--- config.mk ---
export PLATFORM = sky130hd
export DESIGN_NAME = windowed_sensor_average_reporter_flat
export DESIGN_NICKNAME = d
export VERILOG_FILES = /design/src/rtl/core/wsar_pkg.sv /design/src/rtl/core/wsar_if.sv /design/src/rtl/core/wsar_div.sv /design/src/rtl/core/wsar_acc.sv /design/src/rtl/core/windowed_sensor_average_reporter.sv /design/src/flat_wrapper.sv
export SDC_FILE = /design/constraint.sdc
export NUM_CORES = 1
export LEC_CHECK = 0
export BUFFER_PORTS_ARGS = -buffer_cell sky130_fd_sc_hd__clkbuf_2
export CORE_MARGIN = 2
export CORE_UTILIZATION = 57
export CTS_BUF_LIST = sky130_fd_sc_hd__clkbuf_4
export DETAILED_ROUTE_END_ITERATION = 8
export PLACE_DENSITY = 0.79
export SYNTH_ARGS = -nofsm -noshare
export SYNTH_HDL_FRONTEND = slang
export SYNTH_SLANG_ARGS = --single-unit
--- constraint.sdc ---
create_clock -name clk -period 5.4 [get_ports clk]
set_clock_uncertainty 0.15 [all_clocks]
set_input_delay 0.81 -clock clk [delete_from_list [all_inputs] [get_ports clk]]
set_output_delay 0.81 -clock clk [all_outputs]
set_load 0.02 [all_outputs]
--- src/rtl/core/wsar_pkg.sv ---
`timescale 1ns / 1ps
`default_nettype none

package wsar_pkg;

  // register map
  typedef logic [1:0] reg_index_t;
  localparam reg_index_t REG_WINDOW_LENGTH = 2'd0;
  localparam reg_index_t REG_DEADBAND      = 2'd1;
  localparam reg_index_t REG_HEARTBEAT     = 2'd2;

  localparam int unsigned REG_DATA_W = 16;

  // register reset values
  localparam logic [4:0]  WINDOW_LENGTH_RST = 5'd5;
  localparam logic [15:0] DEADBAND_RST      = 16'd26;
  localparam logic [15:0] HEARTBEAT_RST     = 16'd30;

  localparam int unsigned PERCENT_SCALE = 100;
  localparam logic [15:0] ERR_TOP       = 16'hFFFF;

  // one sample word
  typedef struct packed {
    logic               read_ok;
    logic signed [11:0] sample_value;
    logic [31:0]        now_seconds;
    logic               link_ready;
  } sample_t;

  // one window result word
  typedef struct packed {
    logic signed [15:0] average;
    logic               report_temperature;
    logic [6:0]         correctness_percent;
    logic               correctness_changed;
    logic [15:0]        error_total;
    logic               errors_changed;
    logic               window_empty;
  } result_t;

  // window-end sequencer
  typedef enum logic [2:0] {
    ST_IDLE,
    ST_AVG_GO,
    ST_AVG_WAIT,
    ST_PCT_GO,
    ST_PCT_WAIT,
    ST_DECIDE
  } state_t;

endpackage

`default_nettype wire

--- src/rtl/core/wsar_if.sv ---
`timescale 1ns / 1ps
`default_nettype none

// sample stream
interface wsar_sample_if;
  import wsar_pkg::*;
  logic    valid;
  logic    ready;
  sample_t data;
  modport source (output valid, output data, input ready);
  modport sink (input valid, input data, output ready);
endinterface

// window result stream
interface wsar_result_if;
  import wsar_pkg::*;
  logic    valid;
  logic    ready;
  result_t data;
  modport source (output valid, output data, input ready);
  modport sink (input valid, input data, output ready);
endinterface

// register write channel
interface wsar_reg_if;
  import wsar_pkg::*;
  logic                  valid;
  logic                  ready;
  reg_index_t            index;
  logic [REG_DATA_W-1:0] data;
  modport source (output valid, output index, output data, input ready);
  modport sink (input valid, input index, input data, output ready);
endinterface

`default_nettype wire

--- src/rtl/core/wsar_div.sv ---
`timescale 1ns / 1ps
`default_nettype none

// unsigned restoring divider, one quotient bit per cycle
module wsar_div #(
  parameter int DIV_W = 20,
  parameter int DEN_W = 5
) (
  input  wire logic             clk,
  input  wire logic             rst,
  input  wire logic             start,
  input  wire logic [DIV_W-1:0] dividend,
  input  wire logic [DEN_W-1:0] divisor,
  output logic                  done,
  output logic      [DIV_W-1:0] quotient
);

  localparam int CNT_W = $clog2(DIV_W + 1);

  logic             busy;
  logic [CNT_W-1:0] cnt;
  logic [DIV_W-1:0] work;
  logic [DEN_W-1:0] rem;
  logic [DEN_W-1:0] den;

  logic [DEN_W:0]   rem_sh;
  logic [DEN_W:0]   rem_sub;
  logic             ge;

  // one trial subtract per cycle
  always_comb begin
    rem_sh  = {rem, work[DIV_W-1]};
    rem_sub = rem_sh - {1'b0, den};
    ge      = (rem_sh >= {1'b0, den});
  end

  // control
  always_ff @(posedge clk) begin
    if (rst) begin
      busy <= 1'b0;
      done <= 1'b0;
      cnt  <= '0;
    end else begin
      done <= 1'b0;
      if (start) begin
        busy <= 1'b1;
        cnt  <= CNT_W'(DIV_W);
      end else if (busy) begin
        cnt <= cnt - CNT_W'(1);
        if (cnt == CNT_W'(1)) begin
          busy <= 1'b0;
          done <= 1'b1;
        end
      end
    end
  end

  // dividend shifts out the top while quotient bits enter at the bottom
  always_ff @(posedge clk) begin
    if (start) begin
      work <= dividend;
      rem  <= '0;
      den  <= divisor;
    end else if (busy) begin
      work <= {work[DIV_W-2:0], ge};
      rem  <= ge ? rem_sub[DEN_W-1:0] : rem_sh[DEN_W-1:0];
    end
  end

  assign quotient = work;

endmodule

`default_nettype wire

--- src/rtl/core/wsar_acc.sv ---
`timescale 1ns / 1ps
`default_nettype none

// window sum, good count, position and saturating error count
module wsar_acc #(
  parameter int SUM_W = 16,
  parameter int CW    = 5
) (
  input  wire logic                    clk,
  input  wire logic                    rst,
  input  wire logic                    take,
  input  wire logic                    clear,
  input  wire logic                    read_ok,
  input  wire logic signed [11:0]      sample_value,
  output logic signed      [SUM_W-1:0] sum,
  output logic             [CW-1:0]    count,
  output logic             [CW-1:0]    position,
  output logic             [15:0]      error_count
);
  import wsar_pkg::*;

  always_ff @(posedge clk) begin
    if (rst) begin
      sum         <= '0;
      count       <= '0;
      position    <= '0;
      error_count <= '0;
    end else if (clear) begin
      sum      <= '0;
      count    <= '0;
      position <= '0;
    end else if (take) begin
      position <= position + CW'(1);
      if (read_ok) begin
        sum   <= sum + SUM_W'(sample_value);
        count <= count + CW'(1);
      end else if (error_count != ERR_TOP) begin
        error_count <= error_count + 16'd1;
      end
    end
  end

endmodule

`default_nettype wire

--- src/rtl/core/windowed_sensor_average_reporter.sv ---
`timescale 1ns / 1ps
`default_nettype none

// Windowed temperature averager and report scheduler. Each accepted sample word
// is summed (good reading) or counted as an error; samples that do not close
// the window are taken one per cycle. The sample that closes the window triggers
// two passes of a one-bit-per-cycle divider (average, then correctness percent)
// of SUM_W+4 bits, with SUM_W = 12 + clog2(MAX_WINDOW), between control states;
// an empty window skips the average pass. Samples are not taken during that
// sequence; a finished result sits in an output register, and the next sample
// is taken while it waits. The register channel is always ready and should be
// written only while idle.
module windowed_sensor_average_reporter #(
  parameter int MAX_WINDOW = 16
) (
  input  wire logic      clk,
  input  wire logic      rst,
  wsar_sample_if.sink    samples,
  wsar_result_if.source  results,
  wsar_reg_if.sink       regs
);
  import wsar_pkg::*;

  localparam int SUM_W = 12 + $clog2(MAX_WINDOW);
  localparam int CW    = $clog2(MAX_WINDOW + 1);
  localparam int CW1   = CW + 1;
  localparam int DIV_W = SUM_W + 4;

  // registers
  logic [4:0]  window_length;
  logic [15:0] deadband;
  logic [15:0] heartbeat_seconds;

  // report state
  logic signed [15:0] current_average;
  logic signed [15:0] last_sent_average;
  logic [31:0]        last_send_time;
  logic [15:0]        reported_error_count;
  logic [6:0]         reported_correctness;

  // per-window working values
  logic [31:0]        now_lat;
  logic               link_lat;
  logic               empty_lat;
  logic signed [15:0] avg_new;
  logic [6:0]         percent;

  state_t state, state_next;

  logic                    take;
  logic                    acc_clear;
  logic signed [SUM_W-1:0] acc_sum;
  logic [CW-1:0]           acc_count;
  logic [CW-1:0]           acc_position;
  logic [15:0]             error_count;

  logic             div_start;
  logic [DIV_W-1:0] div_dividend;
  logic [CW-1:0]    div_divisor;
  logic             div_done;
  logic [DIV_W-1:0] div_quotient;

  logic [CW-1:0]    len;
  logic             window_end;
  logic [SUM_W-1:0] sum_bits;
  logic [SUM_W-1:0] abs_sum;
  logic [15:0]      q16;
  logic [15:0]      avg_calc;
  logic [16:0]      diff;
  logic [16:0]      mag;
  logic [31:0]      elapsed;
  logic             send;
  logic             fire;
  logic             out_valid;
  result_t          out_data;

  // register writes
  assign regs.ready = 1'b1;

  always_ff @(posedge clk) begin
    if (rst) begin
      window_length     <= WINDOW_LENGTH_RST;
      deadband          <= DEADBAND_RST;
      heartbeat_seconds <= HEARTBEAT_RST;
    end else if (regs.valid) begin
      unique case (regs.index)
        REG_WINDOW_LENGTH: window_length     <= regs.data[4:0];
        REG_DEADBAND:      deadband          <= regs.data;
        REG_HEARTBEAT:     heartbeat_seconds <= regs.data;
        default: ;
      endcase
    end
  end

  // effective window length, clamped to 1..MAX_WINDOW
  always_comb begin
    if (window_length == 5'd0) begin
      len = CW'(1);
    end else if (32'(window_length) > 32'(MAX_WINDOW)) begin
      len = CW'(MAX_WINDOW);
    end else begin
      len = CW'(window_length);
    end
  end

  assign take       = samples.valid && samples.ready;
  assign window_end = ({1'b0, acc_position} + CW1'(1)) >= {1'b0, len};

  wsar_acc #(
    .SUM_W (SUM_W),
    .CW    (CW)
  ) u_acc (
    .clk          (clk),
    .rst          (rst),
    .take         (take),
    .clear        (acc_clear),
    .read_ok      (samples.data.read_ok),
    .sample_value (samples.data.sample_value),
    .sum          (acc_sum),
    .count        (acc_count),
    .position     (acc_position),
    .error_count  (error_count)
  );

  // divider operands: sum magnitude times 16, or good count times 100
  always_comb begin
    sum_bits = acc_sum;
    abs_sum  = sum_bits[SUM_W-1] ? (~sum_bits + SUM_W'(1)) : sum_bits;
    if (state == ST_PCT_GO) begin
      div_dividend = DIV_W'(acc_count) * DIV_W'(PERCENT_SCALE);
      div_divisor  = len;
    end else begin
      div_dividend = {abs_sum, 4'b0000};
      div_divisor  = acc_count;
    end
  end

  wsar_div #(
    .DIV_W (DIV_W),
    .DEN_W (CW)
  ) u_div (
    .clk      (clk),
    .rst      (rst),
    .start    (div_start),
    .dividend (div_dividend),
    .divisor  (div_divisor),
    .done     (div_done),
    .quotient (div_quotient)
  );

  // signed average from the quotient
  assign q16      = div_quotient[15:0];
  assign avg_calc = sum_bits[SUM_W-1] ? (~q16 + 16'd1) : q16;

  // report decision
  always_comb begin
    diff    = {avg_new[15], avg_new} - {last_sent_average[15], last_sent_average};
    mag     = diff[16] ? (~diff + 17'd1) : diff;
    elapsed = now_lat - last_send_time;
    send    = !empty_lat && link_lat &&
              ((mag >= {1'b0, deadband}) || (elapsed >= {16'd0, heartbeat_seconds}));
  end

  // state register
  always_ff @(posedge clk) begin
    if (rst) begin
      state <= ST_IDLE;
    end else begin
      state <= state_next;
    end
  end

  // next state and controls
  always_comb begin
    state_next    = state;
    samples.ready = 1'b0;
    div_start     = 1'b0;
    acc_clear     = 1'b0;
    fire          = 1'b0;
    unique case (state)
      ST_IDLE: begin
        samples.ready = 1'b1;
        if (samples.valid && window_end) begin
          state_next = ST_AVG_GO;
        end
      end
      ST_AVG_GO: begin
        if (acc_count == '0) begin
          state_next = ST_PCT_GO;
        end else begin
          div_start  = 1'b1;
          state_next = ST_AVG_WAIT;
        end
      end
      ST_AVG_WAIT: begin
        if (div_done) begin
          state_next = ST_PCT_GO;
        end
      end
      ST_PCT_GO: begin
        div_start  = 1'b1;
        state_next = ST_PCT_WAIT;
      end
      ST_PCT_WAIT: begin
        if (div_done) begin
          state_next = ST_DECIDE;
        end
      end
      ST_DECIDE: begin
        if (!out_valid || results.ready) begin
          fire       = 1'b1;
          acc_clear  = 1'b1;
          state_next = ST_IDLE;
        end
      end
      default: state_next = ST_IDLE;
    endcase
  end

  // per-window working values
  always_ff @(posedge clk) begin
    if (take && window_end) begin
      now_lat  <= samples.data.now_seconds;
      link_lat <= samples.data.link_ready;
    end
    if (state == ST_AVG_GO) begin
      empty_lat <= (acc_count == '0);
    end
    if (state == ST_AVG_WAIT && div_done) begin
      avg_new <= avg_calc;
    end
    if (state == ST_PCT_WAIT && div_done) begin
      percent <= div_quotient[6:0];
    end
  end

  // report state update at window end
  always_ff @(posedge clk) begin
    if (rst) begin
      current_average      <= '0;
      last_sent_average    <= '0;
      last_send_time       <= '0;
      reported_error_count <= '0;
      reported_correctness <= '0;
    end else if (fire) begin
      if (!empty_lat) begin
        current_average <= avg_new;
      end
      if (send) begin
        last_sent_average <= avg_new;
        last_send_time    <= now_lat;
      end
      reported_error_count <= error_count;
      reported_correctness <= percent;
    end
  end

  // output register
  always_ff @(posedge clk) begin
    if (rst) begin
      out_valid <= 1'b0;
    end else if (fire) begin
      out_valid <= 1'b1;
    end else if (results.ready) begin
      out_valid <= 1'b0;
    end
  end

  always_ff @(posedge clk) begin
    if (fire) begin
      out_data.average             <= empty_lat ? current_average : avg_new;
      out_data.report_temperature  <= send;
      out_data.correctness_percent <= percent;
      out_data.correctness_changed <= (percent != reported_correctness);
      out_data.error_total         <= error_count;
      out_data.errors_changed      <= (error_count != reported_error_count);
      out_data.window_empty        <= empty_lat;
    end
  end

  assign results.valid = out_valid;
  assign results.data  = out_data;

endmodule

`default_nettype wire

--- src/flat_wrapper.sv ---
// flat-port wrapper written by rule: the top's interface ports become plain ports
module windowed_sensor_average_reporter_flat import wsar_pkg::*;
#(
  parameter int MAX_WINDOW = 16
)
  (clk, rst, samples_valid, samples_data, samples_ready, results_valid, results_data, results_ready, regs_valid, regs_index, regs_data, regs_ready);
  wsar_sample_if samples_i ();
  wsar_result_if results_i ();
  wsar_reg_if regs_i ();
  input  wire logic clk;
  input  wire logic rst;
  input wire logic [$bits(samples_i.valid)-1:0] samples_valid;
  input wire logic [$bits(samples_i.data)-1:0] samples_data;
  output wire logic [$bits(samples_i.ready)-1:0] samples_ready;
  output wire logic [$bits(results_i.valid)-1:0] results_valid;
  output wire logic [$bits(results_i.data)-1:0] results_data;
  input wire logic [$bits(results_i.ready)-1:0] results_ready;
  input wire logic [$bits(regs_i.valid)-1:0] regs_valid;
  input wire logic [$bits(regs_i.index)-1:0] regs_index;
  input wire logic [$bits(regs_i.data)-1:0] regs_data;
  output wire logic [$bits(regs_i.ready)-1:0] regs_ready;
  assign samples_i.valid = samples_valid;
  assign samples_i.data = samples_data;
  assign samples_ready = samples_i.ready;
  assign results_valid = results_i.valid;
  assign results_data = results_i.data;
  assign results_i.ready = results_ready;
  assign regs_i.valid = regs_valid;
  assign regs_i.index = regs_index;
  assign regs_i.data = regs_data;
  assign regs_ready = regs_i.ready;
  windowed_sensor_average_reporter #(.MAX_WINDOW(MAX_WINDOW)) u_core (.clk(clk), .rst(rst), .samples(samples_i), .results(results_i), .regs(regs_i));
endmodule
==> results.toml <==
[outcome]
status = "complete, but fails checks"
failed_checks = "setup timing"

[floorplan]
die_h_um = 180
dieArea_um2 = 32400
initial_core_util = 0.578
core_um2 = 30500
rows = 64
pin_count = 115
dieWidth_um = 180

[min_path]
hp-start = "samples_data[32]"
hold_depth = 1
hold_end = "u_core.now_lat[31]"
hold_class = "in2reg"

[synthesis]
synth_enable_flop_cells = 125
synth.top_cell.area_share = 0.213
async_reset_ff_frac = 0
netlist_area_um2 = 17600
ys_top_cells_by_area = "edfxtp_1 21%, dfxtp_1 21%, ha_1 9.2%, nand2_1 5.2%, a21oi_1 4.3%"
synth_area_leader_cell = "edfxtp_1"
synth_seq_cells = 307
ys.flop_type = "dfxtp_1"
yosys_warnings = 0
syn_avg_cell_area_um2 = 9.17
syn-instance-count = 1922
syn-num-nets = 2125
synth_seq_area_share = 0.420
synth.distinct_cells = 80

[clocking]
cts_buffers = 83
clock-sinks = 307
htree_levels = 3
path_clk_slew_ns = 0.07
root_buffer = "clkbuf_4"
clk-insertion-delay-late_ns = 0.74
cts_tree = "built"
cts_max_path_buffers = 3

[setup_path]
worstPathMaxFanout = 10
worstPathArrival_ns = 5.93
worst_r2r_endpoint = "u_core.last_send_time[15]"
worstSetupPathType = "reg2reg"
critPathRequiredTime_ns = 5.89
cp-end-kind = "register"
r2r_setup_slack_ns = -0.04
reg2reg_depth = 23
startpoint_type = "register"
r2r-start = "u_core.avg_new[0]"

[grt]
grt_max_degree = 110
grt_pass1_wl_mm = 65.2
overflow = 0
antenna_found_initial = 1
grt_usage = 0.239
grt_pass1_vias = 13900

[timing]
setup-tns-final_ns = -0.0515
setup_ws_ns = -0.0369
hold_ws_ns = 0.0966
setup_viol = 3
rsz0062_at_grt = "true"
slew_headroom = 0.198
final.period_utilization = 1.01
slew_violations = 0
fmax_mhz = 184
worstMarginPinSlew_ns = 1.20
fin_crit_ns = 5.44
finalHoldViolCount = 0

[layout]
multi_input_comb_area_um2 = 9680
nets = 2286
instances_no_fill = 2549
drive_gt1_frac = 0.183
area_delta_synth_final_pct = 15.1
fillerInstances = 2439
seq_area_um2 = 7400

[route]
dr.pass1.iters = 8
vias_per_cell = 5.59
wirelength_mm = 39.9
avgRoutedWirePerCell_um = 15.6
vias = 14200
route.detailed.drc = 0
ant_nets = 0
drt_iter0_drc = 1027

[pwr]
power_density_nw_per_um2 = 271
power_leakage_nw = 7.99
vdd_ir_drop_max_v = 0.000271

[placement]
dpl.cell_count = 2389
port_buffers = 113
place_hpwl_mm = 28.0
gp_congestion = 0.904
preCtsSetupSlack_ns = -0.230

[run]
maxCapViolCount = 0
[layout by cell type, fill, tap and decap left out, drive strengths merged, types with 7 or more instances in the layout]
cell type / count
o211ai: 9
xnor2: 66
xor2: 67
nor2: 117
inv: 138
nor4: 8
a21oi: 151
nand3: 36
a21o: 26
nor3: 30
mux2i: 55
nand4: 22
nand2: 242
o31ai: 16
a31oi: 12
dfxtp: 182
a211oi: 21
ha: 129
clkbuf: 254
nor2b: 18
a211o: 11
clkinv: 11
o21ai: 88
nand2b: 117
o21a: 11
edfxtp: 125
o41ai: 7
or3: 7
and2: 11
mux2: 17
and3: 11
buf: 47
[cells by family after synthesis]
logic type	synth area share
xor+xnor	0.0661
mux	0.0421
fa+ha+maj	0.0972
compound gates	0.146
other cells	0.000213
flops	0.420
simple gates	0.179
buf+inv	0.0495
[Yosys cell counts (18+ instances only)]
library cell  instances
nand2_1             242
dfxtp_1             182
a21oi_1             151
inv_1               134
ha_1                129
edfxtp_1            125
nand2b_1            117
nor2_1              117
o21ai_0              84
clkbuf_1             74
xor2_1               67
xnor2_1              66
mux2i_1              55
nand3_1              36
nor3_1               30
a21o_1               26
nand4_1              22
a211oi_1             20
nor2b_1              18
[routing by layer]
metal / share of wire / track usage / wire length (um) / vias to the layer above
met2: 0.49 / 0.404 / 19400 / 348
met5: 0 / 0 / 0 / -
met4: 0.022 / 0.0813 / 871 / 0
met1: 0.45 / 0.310 / 17800 / 6739
li1: - / - / - / 7074
met3: 0.047 / 0.0415 / 1860 / 77
[critical path, stage by stage, from the launching register on]
cell       delay, ns
edfxtp_1        0.38
inv_2           0.06
ha_4            0.16
fa_2            0.41
nor2b_4         0.15
o31ai_4         0.08
a21o_1          0.17
and2_4          0.16
a311oi_4        0.28
nand4b_1        0.20
nor4b_2         0.33
nor2_1          0.09
xnor2_1         0.13
ha_1            0.31
a211oi_1        0.24
a21oi_1         0.11
nor4_2          0.25
nand3_2         0.12
nor3_2          0.13
o2111ai_1       0.13
or4_4           0.55
o21a_4          0.31
clkbuf_16       0.21
mux2i_1         0.20
[layout make-up]
type | instances | share of cell area
Antenna cell | 1 | 0.000123
Clock buffer | 138 | 0.0511
Clock inverter | 16 | 0.00574
Inverter | 135 | 0.0250
Multi-Input combinational cell | 1393 | 0.477
Sequential cell | 307 | 0.365
Tap cell | 396 | 0.0244
Timing Repair Buffer | 163 | 0.0520
[stage by stage]
stage	total power [W]	area, um^2	util
2_1_floorplan	0.00316	17600	-
3_3_place_gp	0.00331	18700	0.614
3_5_place_dp	0.00334	18700	0.614
4_1_cts	0.00556	19900	0.653
5_1_grt	0.00580	20300	0.665
6_report	0.00549	20300	0.665
[report_power, final]
group / internal, W / switching [W] / leakage [nW]
Clock: 0.00121 / 0.000985 / 0.687
Combinational: 0.000310 / 0.000410 / 4.68
Sequential: 0.00249 / 0.0000858 / 2.63
[state kept, by name (all words and copies together), names as in the netlist, 3 cells and up]
register                     cells
u_core.results.data             43
u_core.last_sent_average        16
u_core.u_div.quotient           20
u_core.reported_correctness      7
u_core.u_acc.position            5
u_core.window_length             5
u_core.avg_new                  16
u_core.u_div.cnt                 5
u_core.u_div.rem                 5
u_core.reported_error_count     16
u_core.deadband                 16
u_core.u_acc.error_count        16
u_core.state                     3
u_core.now_lat                  32
u_core.last_send_time           32
u_core.u_acc.sum                16
u_core.u_div.den                 5
u_core.current_average          16
u_core.percent                   7
u_core.u_acc.count               5
u_core.heartbeat_seconds        16
[worst max path at each step]
stage / startpoint / endpoint / slack (ns) / cells past startpoint
4_1_cts: u_core.avg_new[0] / u_core.last_sent_average[15] / 0.01 / 26
3_3_place_gp: u_core.avg_new[0] / u_core.last_sent_average[13] / -0.001 / 24
5_1_grt: u_core.avg_new[0] / u_core.last_send_time[15] / -0.26 / 26
2_1_floorplan: u_core.avg_new[6] / u_core.last_send_time[11] / 0.12 / 25
3_5_place_dp: u_core.avg_new[0] / u_core.last_sent_average[14] / -0.23 / 24
6_report: u_core.avg_new[0] / u_core.last_send_time[15] / -0.04 / 23
[timing repair]
action | in CTS | in global routing
endpoints found under the setup margin | 49 | 49
buffers inserted | 0 | 2
pin swaps | 2 | 25
hold buffers | 0 | 0
gates resized for setup | 14 | 57
gates cloned | 0 | 4
Power figures use the tool's default switching activity.
